$ cat config.mk
export PLATFORM = sky130hd
export DESIGN_NAME = keyframe_vector_interpolator
export DESIGN_NICKNAME = d
export VERILOG_FILES = /design/src/sv/kfvi_pkg.sv /design/src/sv/kfvi_ram.sv /design/src/sv/kfvi_ctrl.sv /design/src/sv/kfvi_dp.sv /design/src/sv/keyframe_vector_interpolator.sv
export SDC_FILE = /design/constraint.sdc
export NUM_CORES = 2
export LEC_CHECK = 0
export ABC_AREA = 1
export BUFFER_PORTS_ARGS = -buffer_cell sky130_fd_sc_hd__buf_4
export CAP_MARGIN = 20
export CORE_ASPECT_RATIO = 0.5
export CORE_MARGIN = 2
export CORE_UTILIZATION = 58
export DETAILED_ROUTE_END_ITERATION = 12
export PLACE_DENSITY = 0.75
export SYNTH_ARGS = -nofsm -noshare
export SYNTH_HDL_FRONTEND = slang
export SYNTH_SLANG_ARGS = --single-unit
$ cat constraint.sdc
create_clock -name clk_i -period 26.8 [get_ports clk_i]
set_input_delay 2.68 -clock clk_i [delete_from_list [all_inputs] [get_ports clk_i]]
set_output_delay 2.68 -clock clk_i [all_outputs]
set_load 0.01 [all_outputs]
$ cat src/sv/kfvi_pkg.sv
// ----------------------------------------------------------------------------
// Keyframe vector interpolator package
// Shared constants, codes, state type and the command/status structs that
// join the controller and the datapath.
// ----------------------------------------------------------------------------
package kfvi_pkg;

  // Default number of keyframe slots.
  localparam int MAX_KEYS_DEF = 16;

  // Field widths fixed by the interface.
  localparam int TIME_W  = 32;
  localparam int VEC_W   = 32;
  localparam int SLOT_W  = 4;
  localparam int COUNT_W = 5;
  localparam int FRAC_W  = 16;
  localparam int ENTRY_W = TIME_W + 3 * VEC_W;

  // Operation codes.
  localparam logic OP_LOAD  = 1'b0;
  localparam logic OP_QUERY = 1'b1;

  // Result status codes.
  localparam logic [1:0] STS_OK      = 2'd0;
  localparam logic [1:0] STS_PAST    = 2'd1;
  localparam logic [1:0] STS_CLAMPED = 2'd2;
  localparam logic [1:0] STS_NO_KEYS = 2'd3;

  // Vector component selects.
  localparam logic [1:0] COMP_X = 2'd0;
  localparam logic [1:0] COMP_Y = 2'd1;
  localparam logic [1:0] COMP_Z = 2'd2;

  // Controller states.
  typedef enum logic [3:0] {
    S_IDLE,
    S_LOAD,
    S_CHECK,
    S_SRD,
    S_SCMP,
    S_LCMP,
    S_DIV,
    S_MUL,
    S_ADD,
    S_FIN
  } state_e;

  // Commands from the controller to the datapath.
  typedef struct packed {
    logic       accept;    // capture a new item, write the table on a load
    logic       search_rd; // read entry j
    logic       read_lo;   // read entry j-1
    logic       step_j;    // advance the search index
    logic       grab_hi;   // latch the upper key of the segment
    logic       grab_lo;   // latch the lower key and set up the divider
    logic       div_step;  // one quotient bit
    logic       mul;       // multiply the component delta by the factor
    logic       add;       // add to the base and store one component
    logic       zero_out;  // clear the vector outputs
    logic       finish;    // present the result for one cycle
    logic       use_code;  // take the status from code instead of the datapath
    logic [1:0] code;
  } cmd_t;

  // Status from the datapath to the controller.
  typedef struct packed {
    logic op_load;
    logic n_zero;
    logic n_one;
    logic hit;       // query time below the time of the entry just read
    logic last_j;    // search index is at the last key
    logic div_last;
    logic comp_last;
  } stat_t;

endpackage

$ cat src/sv/kfvi_ram.sv
// ----------------------------------------------------------------------------
// Generic single-port-write RAM
// One write port and one read port, read data registered.
// ----------------------------------------------------------------------------
module kfvi_ram #(
  parameter int WIDTH = 32,
  parameter int DEPTH = 16
) (
  input  logic                     clk_i,
  input  logic                     we_i,
  input  logic [$clog2(DEPTH)-1:0] waddr_i,
  input  logic [WIDTH-1:0]         wdata_i,
  input  logic [$clog2(DEPTH)-1:0] raddr_i,
  output logic [WIDTH-1:0]         rdata_o
);

  logic [WIDTH-1:0] mem_q [DEPTH];

  // Write port.
  always_ff @(posedge clk_i) begin
    if (we_i) begin
      mem_q[waddr_i] <= wdata_i;
    end
  end

  // Registered read port.
  always_ff @(posedge clk_i) begin
    rdata_o <= mem_q[raddr_i];
  end

endmodule

$ cat src/sv/kfvi_ctrl.sv
// ----------------------------------------------------------------------------
// Keyframe interpolator controller
// Sequences load, key search, division and the per-component blend.
// ----------------------------------------------------------------------------
module kfvi_ctrl (
  input  logic           clk_i,
  input  logic           rst_ni,
  input  logic           start_i,
  output logic           busy_o,
  input  kfvi_pkg::stat_t stat_i,
  output kfvi_pkg::cmd_t  cmd_o
);

  kfvi_pkg::state_e state_q, state_d;

  // State register.
  always_ff @(posedge clk_i or negedge rst_ni) begin
    if (!rst_ni) begin
      state_q <= kfvi_pkg::S_IDLE;
    end else begin
      state_q <= state_d;
    end
  end

  // Next state.
  always_comb begin
    state_d = state_q;
    case (state_q)
      kfvi_pkg::S_IDLE: begin
        if (start_i) begin
          state_d = stat_i.op_load ? kfvi_pkg::S_LOAD : kfvi_pkg::S_CHECK;
        end
      end
      kfvi_pkg::S_LOAD: state_d = kfvi_pkg::S_IDLE;
      kfvi_pkg::S_CHECK: begin
        if (stat_i.n_zero) begin
          state_d = kfvi_pkg::S_IDLE;
        end else if (stat_i.n_one) begin
          state_d = kfvi_pkg::S_LCMP;
        end else begin
          state_d = kfvi_pkg::S_SCMP;
        end
      end
      kfvi_pkg::S_SRD: state_d = kfvi_pkg::S_SCMP;
      kfvi_pkg::S_SCMP: begin
        if (stat_i.hit) begin
          state_d = kfvi_pkg::S_LCMP;
        end else if (stat_i.last_j) begin
          state_d = kfvi_pkg::S_IDLE;
        end else begin
          state_d = kfvi_pkg::S_SRD;
        end
      end
      kfvi_pkg::S_LCMP: begin
        state_d = (stat_i.n_one || stat_i.hit) ? kfvi_pkg::S_MUL : kfvi_pkg::S_DIV;
      end
      kfvi_pkg::S_DIV: begin
        if (stat_i.div_last) begin
          state_d = kfvi_pkg::S_MUL;
        end
      end
      kfvi_pkg::S_MUL: state_d = kfvi_pkg::S_ADD;
      kfvi_pkg::S_ADD: begin
        state_d = stat_i.comp_last ? kfvi_pkg::S_FIN : kfvi_pkg::S_MUL;
      end
      kfvi_pkg::S_FIN: state_d = kfvi_pkg::S_IDLE;
      default: state_d = kfvi_pkg::S_IDLE;
    endcase
  end

  // Command outputs.
  always_comb begin
    cmd_o = '0;
    case (state_q)
      kfvi_pkg::S_IDLE: begin
        cmd_o.accept = start_i;
      end
      kfvi_pkg::S_LOAD: begin
        cmd_o.zero_out = 1'b1;
        cmd_o.finish   = 1'b1;
      end
      kfvi_pkg::S_CHECK: begin
        if (stat_i.n_zero) begin
          cmd_o.zero_out = 1'b1;
          cmd_o.finish   = 1'b1;
          cmd_o.use_code = 1'b1;
          cmd_o.code     = kfvi_pkg::STS_NO_KEYS;
        end else if (stat_i.n_one) begin
          cmd_o.read_lo = 1'b1;
        end else begin
          cmd_o.search_rd = 1'b1;
        end
      end
      kfvi_pkg::S_SRD: begin
        cmd_o.search_rd = 1'b1;
      end
      kfvi_pkg::S_SCMP: begin
        if (stat_i.hit) begin
          cmd_o.grab_hi = 1'b1;
          cmd_o.read_lo = 1'b1;
        end else if (stat_i.last_j) begin
          cmd_o.zero_out = 1'b1;
          cmd_o.finish   = 1'b1;
          cmd_o.use_code = 1'b1;
          cmd_o.code     = kfvi_pkg::STS_PAST;
        end else begin
          cmd_o.step_j = 1'b1;
        end
      end
      kfvi_pkg::S_LCMP: cmd_o.grab_lo  = 1'b1;
      kfvi_pkg::S_DIV:  cmd_o.div_step = 1'b1;
      kfvi_pkg::S_MUL:  cmd_o.mul      = 1'b1;
      kfvi_pkg::S_ADD:  cmd_o.add      = 1'b1;
      kfvi_pkg::S_FIN:  cmd_o.finish   = 1'b1;
      default: cmd_o = '0;
    endcase
  end

  assign busy_o = (state_q != kfvi_pkg::S_IDLE);

endmodule

$ cat src/sv/kfvi_dp.sv
// ----------------------------------------------------------------------------
// Keyframe interpolator datapath
// Key table, search index, restoring divider, shared multiplier and the
// result registers.
// ----------------------------------------------------------------------------
module kfvi_dp #(
  parameter int MAX_KEYS = kfvi_pkg::MAX_KEYS_DEF
) (
  input  logic                                clk_i,
  input  logic                                rst_ni,
  input  kfvi_pkg::cmd_t                      cmd_i,
  output kfvi_pkg::stat_t                     stat_o,
  input  logic                                operation_i,
  input  logic [kfvi_pkg::SLOT_W-1:0]         key_slot_i,
  input  logic [kfvi_pkg::TIME_W-1:0]         key_time_i,
  input  logic signed [kfvi_pkg::VEC_W-1:0]   key_x_i,
  input  logic signed [kfvi_pkg::VEC_W-1:0]   key_y_i,
  input  logic signed [kfvi_pkg::VEC_W-1:0]   key_z_i,
  input  logic [kfvi_pkg::TIME_W-1:0]         query_time_i,
  input  logic                                key_count_we_i,
  input  logic [kfvi_pkg::COUNT_W-1:0]        key_count_wdata_i,
  output logic signed [kfvi_pkg::VEC_W-1:0]   out_x_o,
  output logic signed [kfvi_pkg::VEC_W-1:0]   out_y_o,
  output logic signed [kfvi_pkg::VEC_W-1:0]   out_z_o,
  output logic [1:0]                          status_o,
  output logic                                done_o
);

  localparam int IW   = $clog2(MAX_KEYS);
  localparam int CLW  = $clog2(MAX_KEYS + 1);
  localparam int CW   = (CLW > kfvi_pkg::COUNT_W) ? CLW : kfvi_pkg::COUNT_W;
  localparam int TW   = kfvi_pkg::TIME_W;
  localparam int VW   = kfvi_pkg::VEC_W;
  localparam int FW   = kfvi_pkg::FRAC_W;
  localparam int PW   = VW + 1 + FW + 1;

  // Configuration register and effective key count.
  logic [kfvi_pkg::COUNT_W-1:0] key_count_q;
  logic [CW-1:0]                kc_ext, n_eff;

  always_ff @(posedge clk_i or negedge rst_ni) begin
    if (!rst_ni) begin
      key_count_q <= '0;
    end else if (key_count_we_i) begin
      key_count_q <= key_count_wdata_i;
    end
  end

  assign kc_ext = CW'(key_count_q);
  assign n_eff  = (kc_ext > CW'(MAX_KEYS)) ? CW'(MAX_KEYS) : kc_ext;

  // Key table: {time, x, y, z} per entry.
  logic                          ram_we;
  logic [IW-1:0]                 ram_waddr, ram_raddr;
  logic [kfvi_pkg::ENTRY_W-1:0]  ram_wdata, ram_rdata;
  logic [TW-1:0]                 rd_t;
  logic [VW-1:0]                 rd_x, rd_y, rd_z;
  logic [IW-1:0]                 j_q;

  assign ram_we    = cmd_i.accept && (operation_i == kfvi_pkg::OP_LOAD) &&
                     (32'(key_slot_i) < 32'(MAX_KEYS));
  assign ram_waddr = IW'(key_slot_i);
  assign ram_wdata = {key_time_i, key_x_i, key_y_i, key_z_i};
  assign ram_raddr = cmd_i.read_lo ? (j_q - IW'(1)) : j_q;

  kfvi_ram #(
    .WIDTH (kfvi_pkg::ENTRY_W),
    .DEPTH (MAX_KEYS)
  ) u_table (
    .clk_i   (clk_i),
    .we_i    (ram_we),
    .waddr_i (ram_waddr),
    .wdata_i (ram_wdata),
    .raddr_i (ram_raddr),
    .rdata_o (ram_rdata)
  );

  assign rd_t = ram_rdata[kfvi_pkg::ENTRY_W-1 -: TW];
  assign rd_x = ram_rdata[3*VW-1 -: VW];
  assign rd_y = ram_rdata[2*VW-1 -: VW];
  assign rd_z = ram_rdata[VW-1:0];

  // Query time and search index.
  logic [TW-1:0] qt_q;
  logic          hit;

  always_ff @(posedge clk_i or negedge rst_ni) begin
    if (!rst_ni) begin
      j_q <= '0;
    end else if (cmd_i.accept) begin
      j_q <= IW'(1);
    end else if (cmd_i.step_j) begin
      j_q <= j_q + IW'(1);
    end
  end

  always_ff @(posedge clk_i) begin
    if (cmd_i.accept) begin
      qt_q <= query_time_i;
    end
  end

  assign hit = (qt_q < rd_t);

  // Segment endpoints and the restoring divider.
  logic [TW-1:0] thi_q, den_q, rem_q;
  logic [VW-1:0] ax_q, ay_q, az_q, bx_q, by_q, bz_q;
  logic [FW-1:0] f_q;
  logic [3:0]    dcnt_q;
  logic [TW:0]   rem2, den_ext;
  logic          ge;
  logic [1:0]    st_q;

  assign rem2    = {rem_q, 1'b0};
  assign den_ext = {1'b0, den_q};
  assign ge      = (rem2 >= den_ext);

  always_ff @(posedge clk_i) begin
    if (cmd_i.grab_hi) begin
      thi_q <= rd_t;
      bx_q  <= rd_x;
      by_q  <= rd_y;
      bz_q  <= rd_z;
    end
    if (cmd_i.grab_lo) begin
      ax_q  <= rd_x;
      ay_q  <= rd_y;
      az_q  <= rd_z;
      rem_q <= qt_q - rd_t;
      den_q <= thi_q - rd_t;
      f_q   <= '0;
      // With one key the upper end equals the lower one.
      if (n_eff == CW'(1)) begin
        bx_q <= rd_x;
        by_q <= rd_y;
        bz_q <= rd_z;
      end
    end else if (cmd_i.div_step) begin
      rem_q <= ge ? TW'(rem2 - den_ext) : rem2[TW-1:0];
      f_q   <= {f_q[FW-2:0], ge};
    end
  end

  always_ff @(posedge clk_i or negedge rst_ni) begin
    if (!rst_ni) begin
      dcnt_q <= '0;
      st_q   <= kfvi_pkg::STS_OK;
    end else begin
      if (cmd_i.accept) begin
        st_q <= kfvi_pkg::STS_OK;
      end else if (cmd_i.grab_lo) begin
        st_q <= (hit && (n_eff != CW'(1))) ? kfvi_pkg::STS_CLAMPED : kfvi_pkg::STS_OK;
      end
      if (cmd_i.grab_lo) begin
        dcnt_q <= '0;
      end else if (cmd_i.div_step) begin
        dcnt_q <= dcnt_q + 4'd1;
      end
    end
  end

  // Shared multiplier and blend, one component at a time.
  logic [1:0]             comp_q;
  logic [VW-1:0]          a_sel, b_sel, blend;
  logic signed [VW:0]     delta;
  logic signed [PW-1:0]   prod_q;

  always_comb begin
    case (comp_q)
      kfvi_pkg::COMP_X: begin
        a_sel = ax_q;
        b_sel = bx_q;
      end
      kfvi_pkg::COMP_Y: begin
        a_sel = ay_q;
        b_sel = by_q;
      end
      default: begin
        a_sel = az_q;
        b_sel = bz_q;
      end
    endcase
  end

  assign delta = $signed({b_sel[VW-1], b_sel}) - $signed({a_sel[VW-1], a_sel});
  // Arithmetic shift by the fraction width floors the scaled delta.
  assign blend = a_sel + prod_q[FW+VW-1:FW];

  always_ff @(posedge clk_i) begin
    if (cmd_i.mul) begin
      prod_q <= delta * $signed({1'b0, f_q});
    end
  end

  always_ff @(posedge clk_i or negedge rst_ni) begin
    if (!rst_ni) begin
      comp_q <= kfvi_pkg::COMP_X;
    end else if (cmd_i.accept) begin
      comp_q <= kfvi_pkg::COMP_X;
    end else if (cmd_i.add) begin
      comp_q <= comp_q + 2'd1;
    end
  end

  // Result registers.
  always_ff @(posedge clk_i) begin
    if (cmd_i.zero_out) begin
      out_x_o <= '0;
      out_y_o <= '0;
      out_z_o <= '0;
    end else if (cmd_i.add) begin
      case (comp_q)
        kfvi_pkg::COMP_X: out_x_o <= blend;
        kfvi_pkg::COMP_Y: out_y_o <= blend;
        default:          out_z_o <= blend;
      endcase
    end
  end

  always_ff @(posedge clk_i or negedge rst_ni) begin
    if (!rst_ni) begin
      done_o   <= 1'b0;
      status_o <= kfvi_pkg::STS_OK;
    end else begin
      done_o <= cmd_i.finish;
      if (cmd_i.finish) begin
        status_o <= cmd_i.use_code ? cmd_i.code : st_q;
      end
    end
  end

  // Status toward the controller.
  always_comb begin
    stat_o           = '0;
    stat_o.op_load   = (operation_i == kfvi_pkg::OP_LOAD);
    stat_o.n_zero    = (n_eff == '0);
    stat_o.n_one     = (n_eff == CW'(1));
    stat_o.hit       = hit;
    stat_o.last_j    = ((CW'(j_q) + CW'(1)) == n_eff);
    stat_o.div_last  = (dcnt_q == 4'd15);
    stat_o.comp_last = (comp_q == kfvi_pkg::COMP_Z);
  end

endmodule

$ cat src/sv/keyframe_vector_interpolator.sv
// ----------------------------------------------------------------------------
// Keyframe vector interpolator
// Keyframe table with linear search and a Q0.16 linear blend of 3-vectors.
//
//   Channel    Direction  Handshake                Payload
//   command    in         start_i, busy_o          operation_i, key_slot_i,
//                                                  key_time_i, key_x_i..key_z_i,
//                                                  query_time_i
//   result     out        done_o (one-cycle pulse) out_x_o..out_z_o, status_o
//   key count  in         key_count_we_i           key_count_wdata_i
//
// A query scans keys from the start, reading and then comparing one key per
// segment (one table read port, registered), then runs a restoring divider,
// skipped for a clamped query or a single key, and 3 multiply/add pairs on one
// shared multiplier. A command transfer happens when start_i is high and busy_o
// low. Reset is asynchronous, active low, and clears the key count; the table
// contents are kept until written. The receiver cannot stall: each result is
// shown for exactly one cycle.
// ----------------------------------------------------------------------------
module keyframe_vector_interpolator #(
  parameter int MAX_KEYS = kfvi_pkg::MAX_KEYS_DEF
) (
  input  logic                               clk_i,
  input  logic                               rst_ni,
  input  logic                               start_i,
  output logic                               busy_o,
  input  logic                               operation_i,
  input  logic [kfvi_pkg::SLOT_W-1:0]        key_slot_i,
  input  logic [kfvi_pkg::TIME_W-1:0]        key_time_i,
  input  logic signed [kfvi_pkg::VEC_W-1:0]  key_x_i,
  input  logic signed [kfvi_pkg::VEC_W-1:0]  key_y_i,
  input  logic signed [kfvi_pkg::VEC_W-1:0]  key_z_i,
  input  logic [kfvi_pkg::TIME_W-1:0]        query_time_i,
  input  logic                               key_count_we_i,
  input  logic [kfvi_pkg::COUNT_W-1:0]       key_count_wdata_i,
  output logic signed [kfvi_pkg::VEC_W-1:0]  out_x_o,
  output logic signed [kfvi_pkg::VEC_W-1:0]  out_y_o,
  output logic signed [kfvi_pkg::VEC_W-1:0]  out_z_o,
  output logic [1:0]                         status_o,
  output logic                               done_o
);

  kfvi_pkg::cmd_t  cmd;
  kfvi_pkg::stat_t stat;

  // Sequencer.
  kfvi_ctrl u_ctrl (
    .clk_i   (clk_i),
    .rst_ni  (rst_ni),
    .start_i (start_i),
    .busy_o  (busy_o),
    .stat_i  (stat),
    .cmd_o   (cmd)
  );

  // Table, divider, multiplier and result registers.
  kfvi_dp #(
    .MAX_KEYS (MAX_KEYS)
  ) u_dp (
    .clk_i             (clk_i),
    .rst_ni            (rst_ni),
    .cmd_i             (cmd),
    .stat_o            (stat),
    .operation_i       (operation_i),
    .key_slot_i        (key_slot_i),
    .key_time_i        (key_time_i),
    .key_x_i           (key_x_i),
    .key_y_i           (key_y_i),
    .key_z_i           (key_z_i),
    .query_time_i      (query_time_i),
    .key_count_we_i    (key_count_we_i),
    .key_count_wdata_i (key_count_wdata_i),
    .out_x_o           (out_x_o),
    .out_y_o           (out_y_o),
    .out_z_o           (out_z_o),
    .status_o          (status_o),
    .done_o            (done_o)
  );

endmodule
==> load_flow_metrics.sql <==
INSERT INTO impl_metrics (metric_group, metric, value, unit) VALUES
('status', 'run_status', 'finished, final reports clean', ''),
('die', 'core_region_area', '233200', 'um^2'),
('critical_path', 'critPathCapture', 'u_dp.prod_q[46]$_DFFE_PN_', ''),
('cells_and_area', 'drive_gt1_share', '6.492', '%'),
('route', 'drc_violations', '0', ''),
('die', 'die_area', '239800', 'um^2'),
('route', 'route.final.wire_length', '399700', 'um'),
('die', 'pin_count', '274', ''),
('timing', 'transition_time_of_the_tightest_slew_check_pin', '1274', 'ps'),
('timing', 'rsz0062_at_grt', 'no', ''),
('yosys', 'ys_top_cells_by_area', 'edfxtp_1 51%, nand3_1 9.8%, inv_1 8.4%', ''),
('critical_path', 'crit_top_cell', 'inv_1', ''),
('clock_tree', 'cts-resized-gates', '0', ''),
('critical_path', 'worst_setup_start_kind', 'flop', ''),
('route', 'drt_pre_antenna_iters', '7', ''),
('worst_hold_path', 'worstHoldPathType', 'reg -> reg', ''),
('yosys', 'ys_ff_latch', '2663', ''),
('yosys', 'postSynthCellCount', '14010', ''),
('critical_path', 'worst_path_max_fanout', '60', ''),
('yosys', 'synth.lib_cells_used.distinct', '57', ''),
('critical_path', 'timing.critical_path.required', '27450', 'ps'),
('clock_tree', 'insertion_delay', '930', 'ps'),
('timing', 'timing.setup.tns', '0', 'ps'),
('yosys', 'synthesis.area', '136700', 'um^2'),
('critical_path', 'r2r-end', 'u_dp.prod_q[46]$_DFFE_PN_', ''),
('global_routing', 'grt_use_met1', '47.55', '%'),
('critical_path', 'timing.critical_path.to_type', 'flop', ''),
('global_routing', 'groute.layer.met2.usage', '48.35', '%'),
('route', 'routed_via_density', '5.789', ''),
('cells_and_area', 'num-nets-final', '14950', ''),
('yosys', 'synth-edff-count', '2304', ''),
('global_routing', 'grt_antenna_before_repair', '43', ''),
('critical_path', 'reg2reg_depth', '36', ''),
('run', 'maxCapViolCount', '0', ''),
('route', 'avgRoutedWirePerCell', '23.05', 'um'),
('timing', 'min_period_over_period', '38.84', '%'),
('cells_and_area', 'top_register', 'u_dp.u_table.mem_q', ''),
('clock_tree', 'tritoncts.num_buffers', '225', ''),
('die', 'initial_utilization', '58.61', '%'),
('timing', 'number_of_endpoints_failing_setup_at_the_final_stage', '0', ''),
('cells_and_area', 'top_regs', 'u_dp.u_table.mem_q (2048), u_dp.u_table.rdata_o (128)', ''),
('timing', 'final_period_minus_worst_setup_slack', '10410', 'ps'),
('critical_path', 'cp_slowest_stage_delay', '780', 'ps'),
('clock_tree', 'clkSlewWorstSetupHoldPaths', '70', 'ps'),
('place', 'dp.final_hpwl', '246600', 'um'),
('global_routing', 'gr-usage-met3', '8.407', '%'),
('place', 'place.gp.congestion', '0.9569', ''),
('die', 'fp.dieH', '347.3', 'um'),
('timing', 'finalHoldViolCount', '0', ''),
('critical_path', 'endpoint_arrival_time_on_the_critical_path', '11060', 'ps'),
('clock_tree', 'clockBufferDepth', '4', ''),
('yosys', 'synth_top_area_share', '50.62', '%'),
('global_routing', 'globalRoute.busiestLayer', 'met2', ''),
('die', 'horizontal_extent_of_the_die', '690.5', 'um'),
('clock_tree', 'h-tree-depth', '4', ''),
('timing', 'worst_clock_skew', '118.6', 'ps'),
('cells_and_area', 'largest_register_ffs', '2048', ''),
('global_routing', 'grt_max_degree', '188', ''),
('critical_path', 'critical_path_class', 'reg -> reg', ''),
('critical_path', 'cp-startpoint', 'u_dp.comp_q[0]$_DFFE_PN0P_', ''),
('yosys', 'dominant_cell_by_count_in_the_synthesized_netlist', 'inv_1', ''),
('yosys', 'yosysWarningCount', '0', ''),
('cells_and_area', 'syn2layout_area_growth', '8.759', '%'),
('yosys', 'mean_instance_size_in_the_synthesized_netlist', '9.755', 'um^2'),
('clock_tree', 'root_buffer', 'clkbuf_16', ''),
('global_routing', 'global_route_wire_length_before_repair', '593300', 'um'),
('critical_path', 'ff2ff_setup_slack', '16390', 'ps'),
('clock_tree', 'cts_tree', 'yes', ''),
('yosys', 'synth_largest_area_cell', 'edfxtp_1', ''),
('place', 'port_buffers', '273', ''),
('clock_tree', 'cts_post_setup_buffers_inserted', '0', '');
[cell type report]
type / instances / area (um^2)
antenna: 25 / 62.56
clock buffer: 316 / 6427
clock inverter: 98 / 885.9
fill: 17910 / 84550
inverter: 3059 / 11500
multi-input combinational: 7641 / 46010
sequential: 2663 / 76490
tap: 3111 / 3892
timing repair buffer: 425 / 3381
[worst min-delay path by stage]
| stage | start | endpoint | slack (ps) | cells past startpoint |
|---|---|---|---|---|
| floorplan | u_dp.u_table.rdata_o[64]$_DFF_P_ | u_dp.ax_q[0]$_DFFE_PP_ | 400 | 0 |
| finish | u_dp.u_table.rdata_o[109]$_DFF_P_ | u_dp.thi_q[13]$_DFFE_PP_ | 420 | 0 |
| global placement | u_dp.u_table.rdata_o[81]$_DFF_P_ | u_dp.ax_q[17]$_DFFE_PP_ | 410 | 0 |
| detailed placement | u_dp.u_table.rdata_o[81]$_DFF_P_ | u_dp.ax_q[17]$_DFFE_PP_ | 410 | 0 |
| global route | u_dp.u_table.rdata_o[109]$_DFF_P_ | u_dp.thi_q[13]$_DFFE_PP_ | 440 | 0 |
| CTS | u_dp.u_table.rdata_o[109]$_DFF_P_ | u_dp.thi_q[13]$_DFFE_PP_ | 410 | 0 |
[metrics by stage]
stage / hold WS [ps] / instances / instance area (um^2) / util [%] / worst slack, ps
after floorplan: 402.7 / 14010 / 136700 / - / 17720
after global placement: 411.5 / 16900 / 141200 / 60.55 / 16620
after detailed placement: 411.0 / 16900 / 141200 / 60.56 / 16440
after CTS: 409.9 / 17310 / 148500 / 63.69 / 16350
after global routing: 436.7 / 17330 / 148600 / 63.73 / 15710
final: 424.5 / 17340 / 148600 / 63.74 / 16390
[layout by cell type, fill, tap and decap left out, types with 41 or more instances in the layout]
| master | netlist | routed |
|---|---|---|
| a21oi_1 | 366 | 366 |
| buf_4 | 31 | 411 |
| clkbuf_1 | 258 | 55 |
| clkbuf_16 | 0 | 234 |
| clkinv_2 | 0 | 45 |
| dfxtp_1 | 336 | 336 |
| edfxtp_1 | 2304 | 2304 |
| fa_1 | 489 | 489 |
| ha_1 | 276 | 274 |
| inv_1 | 3044 | 3041 |
| mux2_2 | 52 | 52 |
| nand2_1 | 2453 | 2451 |
| nand3_1 | 2686 | 2685 |
| nand3b_1 | 41 | 41 |
| nor2_1 | 502 | 482 |
| o21ai_0 | 245 | 245 |
| or2_2 | 52 | 52 |
| xnor2_1 | 61 | 60 |
| xor2_1 | 97 | 96 |
[layer usage]
layer	vias to the layer above	wire (um)	part of all wire, %
met5	-	111	0.028
met4	18	14370	3.6
met3	867	54540	14
met2	6149	170300	43
met1	48070	160300	40
li1	45270	-	-
[critical path, delay by kind of cell, from the launching register on]
kind	cells	cell delay, ps
buffers and inverters	9	1700
adder cells (fa/ha/maj)	9	3830
AO/OA/AOI/OAI	5	1230
XOR/XNOR	2	950
flip-flops	1	380
AND/OR/NAND/NOR	11	2030
[logic make-up after synthesis]
| group | Yosys count | share of synthesized area [%] |
|---|---|---|
| AOI/OAI and AO/OA | 837 | 3.484 |
| adders and majority gates | 765 | 9.689 |
| DFF | 2663 | 55.96 |
| buffers and inverters | 3706 | 10.58 |
| xor gates and xnor gates | 158 | 1.013 |
| muxes | 52 | 0.4284 |
| and+or+nand+nor | 5829 | 18.84 |
Power is left out: the tool's default activity adds up to more than one toggle a clock period on the data nets, which glitch-free logic cannot reach.
